## src/sv/bud_pkg.sv

```systemverilog
// Shared constants, event codes and types for the byte unstuffing deframer.
package bud_pkg;

    // Receive buffer size; one byte of it is held back, as in the original framing code.
    localparam int BUFFER_SIZE = 1024;

    localparam int COUNT_W = 10;
    localparam int BYTE_W  = 8;
    localparam int EVENT_W = 2;

    // Reset value of max_chars: buffer size minus one, saturated to the register width.
    localparam int MAX_CHARS_FULL = (1 << COUNT_W) - 1;
    localparam logic [COUNT_W-1:0] MAX_CHARS_RESET =
        (BUFFER_SIZE - 1 > MAX_CHARS_FULL) ? COUNT_W'(MAX_CHARS_FULL)
                                           : COUNT_W'(BUFFER_SIZE - 1);

    // Control bytes of the link.
    localparam logic [BYTE_W-1:0] ESC_BYTE = 8'h10;
    localparam logic [BYTE_W-1:0] CR_BYTE  = 8'h0D;
    localparam logic [BYTE_W-1:0] LF_BYTE  = 8'h0A;

    // Event codes of a result.
    localparam logic [EVENT_W-1:0] EV_DATA     = 2'd0;
    localparam logic [EVENT_W-1:0] EV_END      = 2'd1;
    localparam logic [EVENT_W-1:0] EV_RESTART  = 2'd2;
    localparam logic [EVENT_W-1:0] EV_OVERFLOW = 2'd3;

    // One result item.
    typedef struct packed {
        logic [EVENT_W-1:0] event_res;
        logic [BYTE_W-1:0]  data_byte;
        logic [COUNT_W-1:0] position;
    } bud_result_t;

    // Deframer state carried from one byte to the next.
    typedef struct packed {
        logic               escape_pending;
        logic [COUNT_W-1:0] byte_count;
    } bud_state_t;

    // Outcome of one byte: whether it makes a result, the result and the new state.
    typedef struct packed {
        logic        res_valid;
        bud_result_t res;
        bud_state_t  state_next;
    } bud_step_t;

endpackage

```

## src/sv/bud_step.sv

```systemverilog
// Per-byte unstuffing decision: classifies one raw byte against the current state.
module bud_step (
    input  logic [bud_pkg::BYTE_W-1:0]  raw_byte,
    input  bud_pkg::bud_state_t         state,
    input  logic [bud_pkg::COUNT_W-1:0] max_chars,
    output bud_pkg::bud_step_t          step
);
    import bud_pkg::*;

    logic is_data;
    logic is_full;

    // A byte is stored as data when it is escaped or is no control byte.
    assign is_data = state.escape_pending ||
                     ((raw_byte != LF_BYTE) && (raw_byte != CR_BYTE) && (raw_byte != ESC_BYTE));
    assign is_full = (state.byte_count >= max_chars);

    always_comb
    begin
        step.res_valid                  = 1'b1;
        step.res.event_res              = EV_DATA;
        step.res.data_byte              = '0;
        step.res.position               = state.byte_count;
        step.state_next.escape_pending  = 1'b0;
        step.state_next.byte_count      = '0;

        if (is_data)
        begin
            // A full frame drops the byte and starts over from zero.
            if (is_full)
            begin
                step.res.event_res = EV_OVERFLOW;
            end
            else
            begin
                step.res.data_byte         = raw_byte;
                step.state_next.byte_count = state.byte_count + COUNT_W'(1);
            end
        end
        else
        begin
            case (raw_byte)
                LF_BYTE:
                begin
                    step.res.event_res = EV_END;
                end
                CR_BYTE:
                begin
                    step.res.event_res = EV_RESTART;
                    step.res.position  = '0;
                end
                default:
                begin
                    // Escape byte: no result, the count is kept for the next byte.
                    step.res_valid                 = 1'b0;
                    step.state_next.escape_pending = 1'b1;
                    step.state_next.byte_count     = state.byte_count;
                end
            endcase
        end
    end

endmodule

```

## src/sv/byte_unstuff_deframer_top.sv

```systemverilog
// Top level of the byte unstuffing deframer: input stage, state and result register.
//
// Channel   Direction  Handshake              Payload
// in        in         in_valid / in_ready    in_byte
// out       out        out_valid / out_ready  event_res, data_byte, position
// cfg       in         cfg_we (no wait)       cfg_wdata (max_chars)
//
// One raw byte is accepted per clock cycle while the output is not stalled.
// The rate is set by the combinational step between the input register and the result register.
// Reset clears the escape flag and the byte count and loads max_chars with its default.
// A stalled result holds the result register; the input register then fills and in_ready drops.
// An escape byte produces no result and leaves the input stage even while the output is stalled.
module byte_unstuff_deframer_top (
    input  logic                          clk,
    input  logic                          rst_n,
    input  logic                          in_valid,
    output logic                          in_ready,
    input  logic [bud_pkg::BYTE_W-1:0]    in_byte,
    output logic                          out_valid,
    input  logic                          out_ready,
    output logic [bud_pkg::EVENT_W-1:0]   event_res,
    output logic [bud_pkg::BYTE_W-1:0]    data_byte,
    output logic [bud_pkg::COUNT_W-1:0]   position,
    input  logic                          cfg_we,
    input  logic [bud_pkg::COUNT_W-1:0]   cfg_wdata
);
    import bud_pkg::*;

    logic                 in_valid_reg;
    logic [BYTE_W-1:0]    in_byte_reg;
    bud_state_t           state_reg;
    logic [COUNT_W-1:0]   max_chars_reg;
    logic                 out_valid_reg;
    bud_result_t          out_res_reg;
    bud_step_t            step;
    logic                 out_free;
    logic                 stage_advance;

    // Configuration register.
    always_ff @(posedge clk or negedge rst_n)
    begin
        if (!rst_n)
        begin
            max_chars_reg <= MAX_CHARS_RESET;
        end
        else if (cfg_we)
        begin
            max_chars_reg <= cfg_wdata;
        end
    end

    // Decision for the byte held in the input register.
    bud_step u_step (
        .raw_byte  (in_byte_reg),
        .state     (state_reg),
        .max_chars (max_chars_reg),
        .step      (step)
    );

    // The held byte moves on when its result has somewhere to go, or it has none.
    assign out_free      = !out_valid_reg || out_ready;
    assign stage_advance = in_valid_reg && (out_free || !step.res_valid);
    assign in_ready      = !in_valid_reg || stage_advance;

    // Input register.
    always_ff @(posedge clk or negedge rst_n)
    begin
        if (!rst_n)
        begin
            in_valid_reg <= 1'b0;
        end
        else if (in_ready)
        begin
            in_valid_reg <= in_valid;
        end
    end

    always_ff @(posedge clk)
    begin
        if (in_valid && in_ready)
        begin
            in_byte_reg <= in_byte;
        end
    end

    // Deframer state, updated once per processed byte.
    always_ff @(posedge clk or negedge rst_n)
    begin
        if (!rst_n)
        begin
            state_reg <= '0;
        end
        else if (stage_advance)
        begin
            state_reg <= step.state_next;
        end
    end

    // Result register.
    always_ff @(posedge clk or negedge rst_n)
    begin
        if (!rst_n)
        begin
            out_valid_reg <= 1'b0;
        end
        else if (out_free)
        begin
            out_valid_reg <= stage_advance && step.res_valid;
        end
    end

    always_ff @(posedge clk)
    begin
        if (out_free && stage_advance && step.res_valid)
        begin
            out_res_reg <= step.res;
        end
    end

    assign out_valid = out_valid_reg;
    assign event_res = out_res_reg.event_res;
    assign data_byte = out_res_reg.data_byte;
    assign position  = out_res_reg.position;

endmodule

```

## config.mk

```make
export PLATFORM = sky130hd
export DESIGN_NAME = byte_unstuff_deframer_top
export DESIGN_NICKNAME = d
export VERILOG_FILES = /design/src/sv/bud_pkg.sv /design/src/sv/bud_step.sv /design/src/sv/byte_unstuff_deframer_top.sv
export SDC_FILE = /design/constraint.sdc
export NUM_CORES = 1
export LEC_CHECK = 0
export BUFFER_PORTS_ARGS = -buffer_cell sky130_fd_sc_hd__buf_2
export CORE_MARGIN = 10
export CORE_UTILIZATION = 45
export DETAILED_ROUTE_END_ITERATION = 10
export PLACE_DENSITY = 0.67
export RECOVER_POWER = 100
export SETUP_SLACK_MARGIN = 0.5
export SLEW_MARGIN = 30
export SYNTH_ARGS = -nofsm -noshare
export SYNTH_HDL_FRONTEND = slang
export SYNTH_SLANG_ARGS = --single-unit
```

## constraint.sdc

```tcl
create_clock -name clk -period 4.53 [get_ports clk]
set_clock_uncertainty 0.15 [all_clocks]
set_input_delay 0.906 -clock clk [delete_from_list [all_inputs] [get_ports clk]]
set_output_delay 0.906 -clock clk [all_outputs]
set_load 0.05 [all_outputs]
```

==> Yosys cells after proc, flatten, opt, wreduce, memory -nomap -nowiden <==
Cells that the tools add are included.
{ "classes": {"add_sub_neg": 1, "order_cmp": 1, "eq_ne": 5, "muxes": 10, "bitwise": 1, "reduce_logical": 18} }
{ "op_table": {"columns": ["cell", "n"], "rows": [
  ["$mux 10", 3],
  ["$mux 11", 2],
  ["$eq 8x4->1 const B", 2],
  ["$ne 8x4->1 const B", 2],
  ["$add 10x1->10 const B", 1],
  ["$ge 10x10->1", 1],
  ["$ne 8x5->1 const B", 1],
  ["$logic_and 1x1->1", 7],
  ["$logic_or 1x1->1", 4],
  ["$mux 2", 2],
  ["$pmux 2 s2", 1],
  ["$reduce_or 2->1", 2],
  ["$logic_not 1->1", 3],
  ["$mux 1", 2],
  ["$reduce_and 2->1", 1],
  ["$reduce_bool 2->1", 1],
  ["$not 1->1", 1]
]} }
{ "totals": {"regBits": 51, "input_bits": 23, "output_inout_bits": 22} }

==> Depth between registers and ports, before layout <==
Gate-level depths: netlist of run 1.
{ "logic_depth": {"depth_word": 10, "depth_mapped": 8} }

==> Modules after synthesis <==
Synthesis of run 1 repeated with hierarchy kept, for this count alone.
{ "unflattened": {"cells_unflattened": 251, "hier_area_um2": 2821.5} }
{ "by_module_without_submodules": {"columns": ["mod", "n_inst", "cells_per_inst", "area_each_um2"], "rows": [
  ["byte_unstuff_deframer_top", 1, 121, 1998.2],
  ["bud_step", 1, 130, 823.3]
]} }

==> Least setup slack after synthesis of run 1 <==
No wires, ideal clock.
{ "synth_path": {"path_kind": "input -> output", "start": "in out_ready", "end": "out in_ready", "arrival_ps": 1461, "t_required_ps": 3474, "slack_ps": 2013, "path_stages": 3, "path_buffers": 0, "cell_sequence": "nor2b_1 and3_1 inv_1"} }
{ "synth_via": {"elab_chain_cells": 4} }
{ "synth_lines": {"columns": ["element", "line_no", "source"], "rows": [
  ["start: declaration", "byte_unstuff_deframer_top.sv:20", "input logic out_ready,"],
  ["$logic_or 1x1->1", "byte_unstuff_deframer_top.sv:61", "assign out_free = !out_valid_reg || out_ready;"],
  ["$logic_or 1x1->1", "byte_unstuff_deframer_top.sv:62", "assign stage_advance = in_valid_reg && (out_free || !step.res_valid);"],
  ["$logic_and 1x1->1", "byte_unstuff_deframer_top.sv:62", null],
  ["$logic_or 1x1->1", "byte_unstuff_deframer_top.sv:63", "assign in_ready = !in_valid_reg || stage_advance;"],
  ["end: declaration", "byte_unstuff_deframer_top.sv:17", "output logic in_ready,"]
]} }
Every way passes these cells.

==> Worst setup path after layout of run 1 <==
{ "layout_path": {"start": "reg in_byte_reg[7]", "end": "out in_ready"} }
{ "layout_via": {"elab_chain_cells": 9, "elab_cells_between_ends": 15} }
{ "layout_lines": {"columns": ["element", "line_no", "source"], "rows": [
  ["start: declaration", "byte_unstuff_deframer_top.sv:30", "logic [BYTE_W-1:0] in_byte_reg;"],
  ["start signal: assignment", "byte_unstuff_deframer_top.sv:82", "in_byte_reg <= in_byte;"],
  ["$ne 8x4->1", "bud_step.sv:15", "((raw_byte != LF_BYTE) && (raw_byte != CR_BYTE) && (raw_byte != ESC_BYTE));"],
  ["$logic_and 1x1->1 (2 in a row)", "bud_step.sv:15", null],
  ["$logic_or 1x1->1", "bud_step.sv:14", "assign is_data = state.escape_pending ||"],
  ["$mux 1 *", "bud_step.sv:27", "if (is_data)"],
  ["$logic_not 1->1 *", "byte_unstuff_deframer_top.sv:62", null],
  ["$logic_or 1x1->1 *", "byte_unstuff_deframer_top.sv:62", null],
  ["$logic_and 1x1->1 *", "byte_unstuff_deframer_top.sv:62", null],
  ["$logic_or 1x1->1 *", "byte_unstuff_deframer_top.sv:63", null]
]} }
Every way passes the cells marked *; elsewhere a longest branch is shown, timed or not.

==> key figures, run 1 <==
Power and ir drop
  – Sw power: between 400 and 500 uW
  – Pleak: around 1.1 nW
  – Flop pwr share: 0.499
  – Switch share: 0.333
  – Clock group share of total power: 0.235
  – Peak supply drop: roughly 210 uV
  – PwrDens: roughly 470 mW/mm^2
  – Total power: between 1 and 1.5 mW
  – Comb power frac: 0.267
  – Int Power: ~850 uW

Placement
  – Routability cong.: between 0.8 and 0.9
  – IO Port Bufs: 44
  – Hpwl dp: around 3300 um

Clock tree
  – CTS buffer count: 5
  – CTS sink count: slightly above 50
  – CTS clk-pin slew, worst paths: 0.08 ns
  – Bufs on Longest Clock Path: 2
  – CTS resizes: 0
  – CTS tree: done
  – Hold Buf Count CTS: 0
  – H-tree Lvls: 2
  – Clock root cell: clkbuf_8
  – Setup Fix Bufs, Post-CTS: 0
  – Clock Latency Late Sink: between 0.2 and 0.3 ns

Critical path
  – R2r worst-path depth: 6
  – FF-to-FF End: data_byte[0]
  – Worst reg2reg startpoint: max_chars_reg[9]
  – CP Capture Type: output port
  – Required time of the critical path: 3.47 ns
  – Worst setup path class: reg2out
  – CP max FO: 3
  – WP data arrival: between 2 and 2.5 ns
  – Crit start category: register
  – R2R Setup Slk: 1.87 ns

Die
  – Initial Util: 0.462
  – Die height: between 90 and 100 um
  – # rows: 26
  – Die area: roughly 0.0085 mm^2
  – Core area: roughly 0.0051 mm^2
  – DIE WIDTH: a little over 90 um
  – IO Count: between 40 and 50

GRT
  – Met1 Usage GRT: 0.122
  – GRT busiest layer: met2
  – Largest net degree at the start of global routing: 38
  – Routing usage on met3: 0.0339
  – Total congestion overflow: 0
  – Initial antenna violation count: 0
  – Global-route wire length before repair: slightly above 7000 um
  – Gr usage total: 0.102
  – Number of global-route vias before repair: approximately 1600
  – Met2 Use GR: 0.167

Hold path
  – Hold wc startpoint: max_chars_reg[9]
  – Hold Crit Depth: 2
  – Min-Delay Endpoint: max_chars_reg[9]
  – Worst hold path type: reg2reg

Layout
  – Final core utilization: 0.532
  – Fillers: approximately 500
  – Commonest non-fill, non-tap cell in the layout: edfxtp_1
  – Layout Nets: between 200 and 300
  – Most frequent cells in the layout: 28 x edfxtp_1, 26 x clkbuf_1, 20 x buf_2, 18 x nand2_1, 15 x inv_1
  – Synth-to-Final Area Change: 15.0%
  – # diodes: 0
  – Multi-input gate area: between 800 and 900 um^2
  – Share of post-route cells with drive strength above 1: 0.169
  – Max reg flops: 11
  – Flip-flop and latch area: 0.00143 mm^2

Logic synthesis
  – Yosys cell types: 41
  – Yosys reg bits: 51
  – Synth Net Count: around 240
  – Avg Cell Area, Syn: around 12 um^2
  – Synth Instances: around 200
  – Cell area after synthesis: around 0.0024 mm^2
  – Synth Warn #: 0
  – Seq/Total Area, Yosys: 0.605

STA
  – RSZ-0062 raised after global routing: false
  – Slew Limit Fails: 0
  – Tightest Pin Transition: roughly 1.2 ns
  – Setup-failing EPs final: 0
  – Hold violation count in the final report: 0
  – Slew headroom: 0.181
  – Minimum clock period: approximately 3.1 ns
  – Final worst-path cycle share: 0.678
  – Peak Freq: 326 MHz
  – Hold WS: between 0.3 and 0.4 ns
  – Setup_tns: 0 ns

Run status
  – Status: completed

Routing
  – DR vias/cell: 5.05
  – ANT nets after route: 0
  – Residual DRC: 0
  – Drt first pass iters: 6
  – WL final: about 4300 um
  – DR WL/cell: between 10 and 15 um
  – DRT iter0 DRCs: ~130
  – Vias: roughly 1600

Run
  – Max-cap violations: 0
## worst max-delay path, stage by stage (launching register included)
cell,delay [ns]
edfxtp_1,0.41
nor4_1,0.37
nand3_1,0.20
and3_1,0.24
inv_1,0.05
clkbuf_1,0.46
## worst max-delay path by stage
stage                               from  slack [ns]  depth (start not counted)        to
after floorplan                out_ready        2.01                          3  in_ready
after global placement         out_ready        1.85                          5  in_ready
after detailed placement       out_ready        1.83                          5  in_ready
after CTS                 in_byte_reg[7]        1.65                          5  in_ready
after global routing      in_byte_reg[7]        1.29                          5  in_ready
final                     in_byte_reg[7]        1.46                          5  in_ready
## final cells by class
type	instances	share of cell area
repair buffers	44	0.0700
clock inverters	1	0.0111
well taps	70	0.0323
flip-flops and latches	51	0.526
clock buffers	7	0.0281
inverters	15	0.0207
multi-input cells	130	0.312
## cells by family after synthesis
group                    share of synthesized area
AND/OR/NAND/NOR                              0.175
multiplexers                               0.00954
AO/OA/AOI/OAI                                0.118
flip-flops                                   0.605
adder cells (fa/ha/maj)                     0.0583
buffers and inverters                       0.0334
## metrics by stage
step / area, um^2 / std cells / setup WS, ns
2_1_floorplan: 2360 / 201 / 2.01
3_3_place_gp: 2650 / 310 / 1.85
3_5_place_dp: 2650 / 310 / 1.83
4_1_cts: 2750 / 318 / 1.65
5_1_grt: 2720 / 318 / 1.29
6_report: 2720 / 318 / 1.46
## metal layers
metal  up-vias  share of wire
met2        35           0.48
met5         -              0
met1       748           0.45
met3         5          0.068
li1        817              -
met4         0          0.011
## Yosys cell counts (all sizes together)
cell type,n,area share
edfxtp,28,0.36
nand2,18,0.029
and2,16,0.042
inv,15,0.024
o21ai,14,0.030
dfrtp,13,0.14
ha,11,0.058
dfstp,10,0.11
nor2,9,0.014
and3,6,0.016
a21oi,5,0.011
nand3,5,0.011
a211oi,4,0.013
nand4,4,0.011
nor2b,4,0.011
nor3,4,0.0085
or2,4,0.012
a21o,3,0.0095
buf,3,0.0064
o31ai,3,0.0095
a32o,2,0.0085
clkbuf,2,0.0032
mux2,2,0.0095
nor4,2,0.0053
a211o,1,0.0037
a31oi,1,0.0027
a41oi,1,0.0037
and3b,1,0.0037
nand2b,1,0.0027
nand3b,1,0.0032
nor3b,1,0.0032
nor4bb,1,0.0042
o211a,1,0.0042
o21a,1,0.0032
o22ai,1,0.0027
o311ai,1,0.0069
o31a,1,0.0037
o32ai,1,0.0069
## power groups by stage
stage / Clock (mW) / Combinational [mW] / Sequential [mW]
6_report: 0.299 / 0.340 / 0.636
3_5_place_dp: 0 / 0.360 / 0.644
3_3_place_gp: 0 / 0.354 / 0.643
2_1_floorplan: 0 / 0.171 / 0.744
4_1_cts: 0.309 / 0.360 / 0.634
5_1_grt: 0.326 / 0.380 / 0.647
Power figures use the tool's default switching activity.
==> run 2, diff against run 1 <==
clock period = 3.18 ns   (was 4.53 ns; I/O delays follow)
==> key figures, run 2 (synthesized netlist as in run 1, its figures left out) <==
Run
  – Max-cap violations: 0

Power and ir drop
  – Sw power: around 640 uW
  – Clock group share of total power: 0.217
  – PwrDens: 654 mW/mm^2
  – Comb power frac: 0.273
  – Pleak: ~1.1 nW
  – Int Power: around 1.1 mW
  – Peak supply drop: between 200 and 300 uV
  – Total power: ~1.8 mW
  – Switch share: 0.360
  – Flop pwr share: 0.510

Clock tree
  – H-tree Lvls: 2
  – Hold Buf Count CTS: 0
  – Clock Latency Late Sink: between 0.3 and 0.4 ns
  – CTS tree: done
  – CTS clk-pin slew, worst paths: about 0.10 ns
  – CTS buffer count: 5
  – CTS resizes: 0
  – CTS sink count: 51
  – Setup Fix Bufs, Post-CTS: 0
  – Bufs on Longest Clock Path: 2
  – Clock root cell: clkbuf_8

Routing
  – DR WL/cell: 13.7 um
  – Drt first pass iters: 4
  – Residual DRC: 0
  – Vias: approximately 1600
  – DRT iter0 DRCs: 113
  – WL final: roughly 4400 um
  – ANT nets after route: 0
  – DR vias/cell: 4.96

Layout
  – Synth-to-Final Area Change: 14.9%
  – Layout Nets: 283
  – Most frequent cells in the layout: 28 x edfxtp_1, 24 x clkbuf_1, 20 x buf_2, 18 x nand2_1
  – Max reg flops: 11
  – # diodes: 0
  – Share of post-route cells with drive strength above 1: 0.184
  – Final core utilization: 0.531
  – Commonest non-fill, non-tap cell in the layout: edfxtp_1

Die
  – DIE WIDTH: between 90 and 100 um
  – IO Count: 45
  – # rows: 26
  – Core area: between 0.005 and 0.006 mm^2
  – Die area: between 0.008 and 0.009 mm^2
  – Die height: 92.4 um
  – Initial Util: 0.462

STA
  – Tightest Pin Transition: about 1.2 ns
  – Setup_tns: 0 ns
  – Hold WS: roughly 0.34 ns
  – Slew Limit Fails: 0
  – Final worst-path cycle share: 0.847
  – Peak Freq: 371 MHz
  – Minimum clock period: 2.70 ns
  – Hold violation count in the final report: 0
  – Slew headroom: 0.171
  – RSZ-0062 raised after global routing: false
  – Setup-failing EPs final: 0

Placement
  – Hpwl dp: roughly 3200 um
  – IO Port Bufs: 44
  – Routability cong.: between 0.7 and 0.8

GRT
  – Gr usage total: 0.105
  – Largest net degree at the start of global routing: 38
  – Number of global-route vias before repair: about 1500
  – Initial antenna violation count: 0
  – Global-route wire length before repair: approximately 7300 um
  – Total congestion overflow: 0

Run status
  – Status: completed

Critical path
  – Crit start category: register
  – WP data arrival: about 2.7 ns
  – CP max FO: 8
  – Required time of the critical path: approximately 3.2 ns
  – Worst setup path class: reg2reg
  – CP Capture Type: register

Hold path
  – Worst hold path type: in2reg
## run 2: layout make-up
cell class	instances	area, um^2
well taps	70	87.6
clock buffers	5	68.8
repair buffers	46	205
clock inverters	3	25.0
inverters	15	56.3
flip-flops and latches	51	1430
multi-input cells	130	841
fillers	508	2390
## run 2: critical path, cell delays in order (launching register included)
cell      delay [ns]
dfstp_2         0.52
inv_1           0.04
ha_1            0.30
nand4_1         0.14
o311ai_0        0.53
clkbuf_1        0.36
or2_0           0.36
o32ai_1         0.16
## run 2: path summary, 6_finish.rpt
kind / start / endpoint / slack, ns / cells after the start
hold reg to reg: max_chars_reg[9] / max_chars_reg[9] / 0.36 / 2
setup reg to reg: max_chars_reg[9] / state_reg[7] / 0.48 / 7
hold / removal: in_byte[5] / in_byte_reg[5] / 0.34 / 1
setup / recovery: max_chars_reg[9] / state_reg[7] / 0.48 / 7
min in group asynchronous: rst_n / state_reg[2] / 0.41 / 1
max in group asynchronous: rst_n / state_reg[7] / 1.73 / 1
## run 2: stage by stage
step           setup WS [ns]  cell area (um^2)  cells
2_1_floorplan          0.867              2360    201
3_3_place_gp           0.809              2660    312
3_5_place_dp           0.787              2660    312
4_1_cts                0.539              2760    320
5_1_grt                0.332              2710    320
6_report               0.485              2710    320
## run 2: layer usage
metal / global-route usage / vias to the layer above / wire (um)
met5: 0 / - / 0
met4: 0.0411 / 0 / 60
met3: 0.0395 / 7 / 275
met2: 0.158 / 30 / 1970
met1: 0.133 / 730 / 2080
li1: - / 821 / -
## run 2: power by group through the flow
stage / clock network, mW / registers (mW) / logic, mW
2_1_floorplan: 0 / 1.06 / 0.243
3_3_place_gp: 0 / 0.915 / 0.510
3_5_place_dp: 0 / 0.916 / 0.519
4_1_cts: 0.397 / 0.902 / 0.520
5_1_grt: 0.429 / 0.921 / 0.541
6_report: 0.385 / 0.905 / 0.484
==> run 3, diff against run 2 <==
PLACE_DENSITY = 0.7   (was 0.67)
clock period = 2.4 ns   (was 3.18 ns; I/O delays follow)
==> key figures, run 3 (synthesized netlist as in run 1, its figures left out) <==
Layout
  – Most frequent cells in the layout: 28 x edfxtp_1, 25 x clkbuf_1, 20 x buf_2, 18 x nand2_1
  – Max reg flops: 11
  – Layout Nets: 305
  – Commonest non-fill, non-tap cell in the layout: edfxtp_1
  – Share of post-route cells with drive strength above 1: 0.342
  – Fillers: roughly 470
  – # diodes: 0
  – Synth-to-Final Area Change: 31.4%
  – Final core utilization: 0.607

Critical path
  – Crit start category: register
  – Worst path max stage delay: a little over 0.4 ns
  – WP buf/inv: 2
  – Kind of cell adding the most delay to the critical path: simple AND/OR/NAND/NOR gates
  – R2r worst-path depth: 7
  – WP data arrival: 2.32 ns
  – CP Capture Type: register
  – Worst setup path class: reg2reg
  – Crit-path cells: clkbuf_4, nor3_1, and3_1, or2_1, clkbuf_2, o31ai_1, a32o_1
  – Required time of the critical path: 2.46 ns
  – CP max FO: 8
  – CP Depth: 7
  – Worst path slowest cell: edfxtp_1

GRT
  – Global-route wire length before repair: between 8000 and 9000 um
  – Initial antenna violation count: 0
  – Number of global-route vias before repair: between 1500 and 2000
  – Routing usage on met3: 0.0363
  – Met1 Usage GRT: 0.133
  – Total congestion overflow: 0
  – Gr usage total: 0.115
  – Met2 Use GR: 0.195
  – Largest net degree at the start of global routing: 24
  – GRT busiest layer: met2

Clock tree
  – CTS tree: done
  – CTS sink count: 51
  – Hold Buf Count CTS: 0
  – Clock root cell: clkbuf_8
  – Bufs on Longest Clock Path: 2
  – H-tree Lvls: 2
  – CTS buffer count: 5
  – CTS clk-pin slew, worst paths: ~0.10 ns
  – Clock Latency Late Sink: approximately 0.31 ns

Routing
  – Drt first pass iters: 4
  – Residual DRC: 0
  – ANT nets after route: 0
  – DR WL/cell: 14.3 um
  – WL final: 4890 um
  – Vias: ~1700
  – DR vias/cell: ~5.0
  – DRT iter0 DRCs: 99

STA
  – Slew headroom: 0.132
  – Hold violation count in the final report: 0
  – Hold WS: about 0.18 ns
  – Setup-failing EPs final: 0
  – Final worst-path cycle share: 0.943
  – RSZ-0062 raised after global routing: true
  – Setup_tns: 0 ns
  – Minimum clock period: 2.26 ns
  – Tightest Pin Transition: 1.30 ns
  – Peak Freq: between 400 and 500 MHz
  – Slew Limit Fails: 0

Placement
  – Hpwl dp: 3340 um
  – Routability cong.: about 0.75
  – IO Port Bufs: 44

Die
  – IO Count: between 40 and 50
  – Die area: 0.00854 mm^2
  – Die height: ~92 um
  – # rows: 26
  – Core area: 0.00511 mm^2
  – Initial Util: 0.462
  – DIE WIDTH: 92.4 um

Hold path
  – Hold Crit Depth: 1
  – Worst hold path type: in2reg

Run
  – Max-cap violations: 0

Power and ir drop
  – Peak supply drop: 329 uV
  – Pleak: ~1.3 nW
  – PwrDens: about 850 mW/mm^2

Run status
  – Status: completed
-- run 3: final cells by class --
type,instances,area (um^2),share of cell area
clock buffer,5,68.8,0.0222
clock inverter,3,27.5,0.00887
inverter,15,60.1,0.0194
multi-input combinational,131,1030,0.332
sequential,51,1430,0.461
tap,70,87.6,0.0282
timing repair buffer,67,397,0.128
-- run 3: final timing paths --
kind / startpoint / endpoint / slack [ns]
worst max-delay path: in_byte_reg[6] / state_reg[4] / 0.14
worst min-delay path: in_byte[5] / in_byte_reg[5] / 0.18
worst min register to register: max_chars_reg[6] / max_chars_reg[6] / 0.36
min in group asynchronous: rst_n / state_reg[5] / 0.28
max in group asynchronous: rst_n / out_valid / 0.96
worst max register to register: in_byte_reg[6] / state_reg[4] / 0.14
-- run 3: per-layer routing --
layer | vias to the layer above | share of wire
li1 | 865 | -
met1 | 785 | 0.44
met2 | 46 | 0.48
met3 | 6 | 0.065
met4 | 0 | 0.015
met5 | - | 0
-- run 3: repair_timing --
item | in CTS | in global routing
pin swaps | 12 | 4
resized for setup | 18 | 7
gates cloned | 1 | 0
setup buffers | 10 | 6
endpoints found under the setup margin | 29 | 37
-- run 3: power breakdown --
part | switching, mW | leakage (nW) | total, mW | internal, mW
Clock | 0.309 | 0.0467 | 0.526 | 0.216
Combinational | 0.546 | 0.691 | 0.910 | 0.364
Sequential | 0.0965 | 0.543 | 1.19 | 1.10
Total | 0.952 | 1.28 | 2.63 | 1.68
-- run 3: through the flow --
step                worst slack (ns)  total power [mW]  cells  cell area, um^2
floorplan                      0.257              1.86    201             2520
global placement               0.196              2.04    317             2860
detailed placement             0.158              2.06    317             2860
CTS                            0.141              2.65    336             3110
global route                  0.0398              2.77    342             3100
finish                         0.136              2.63    342             3100
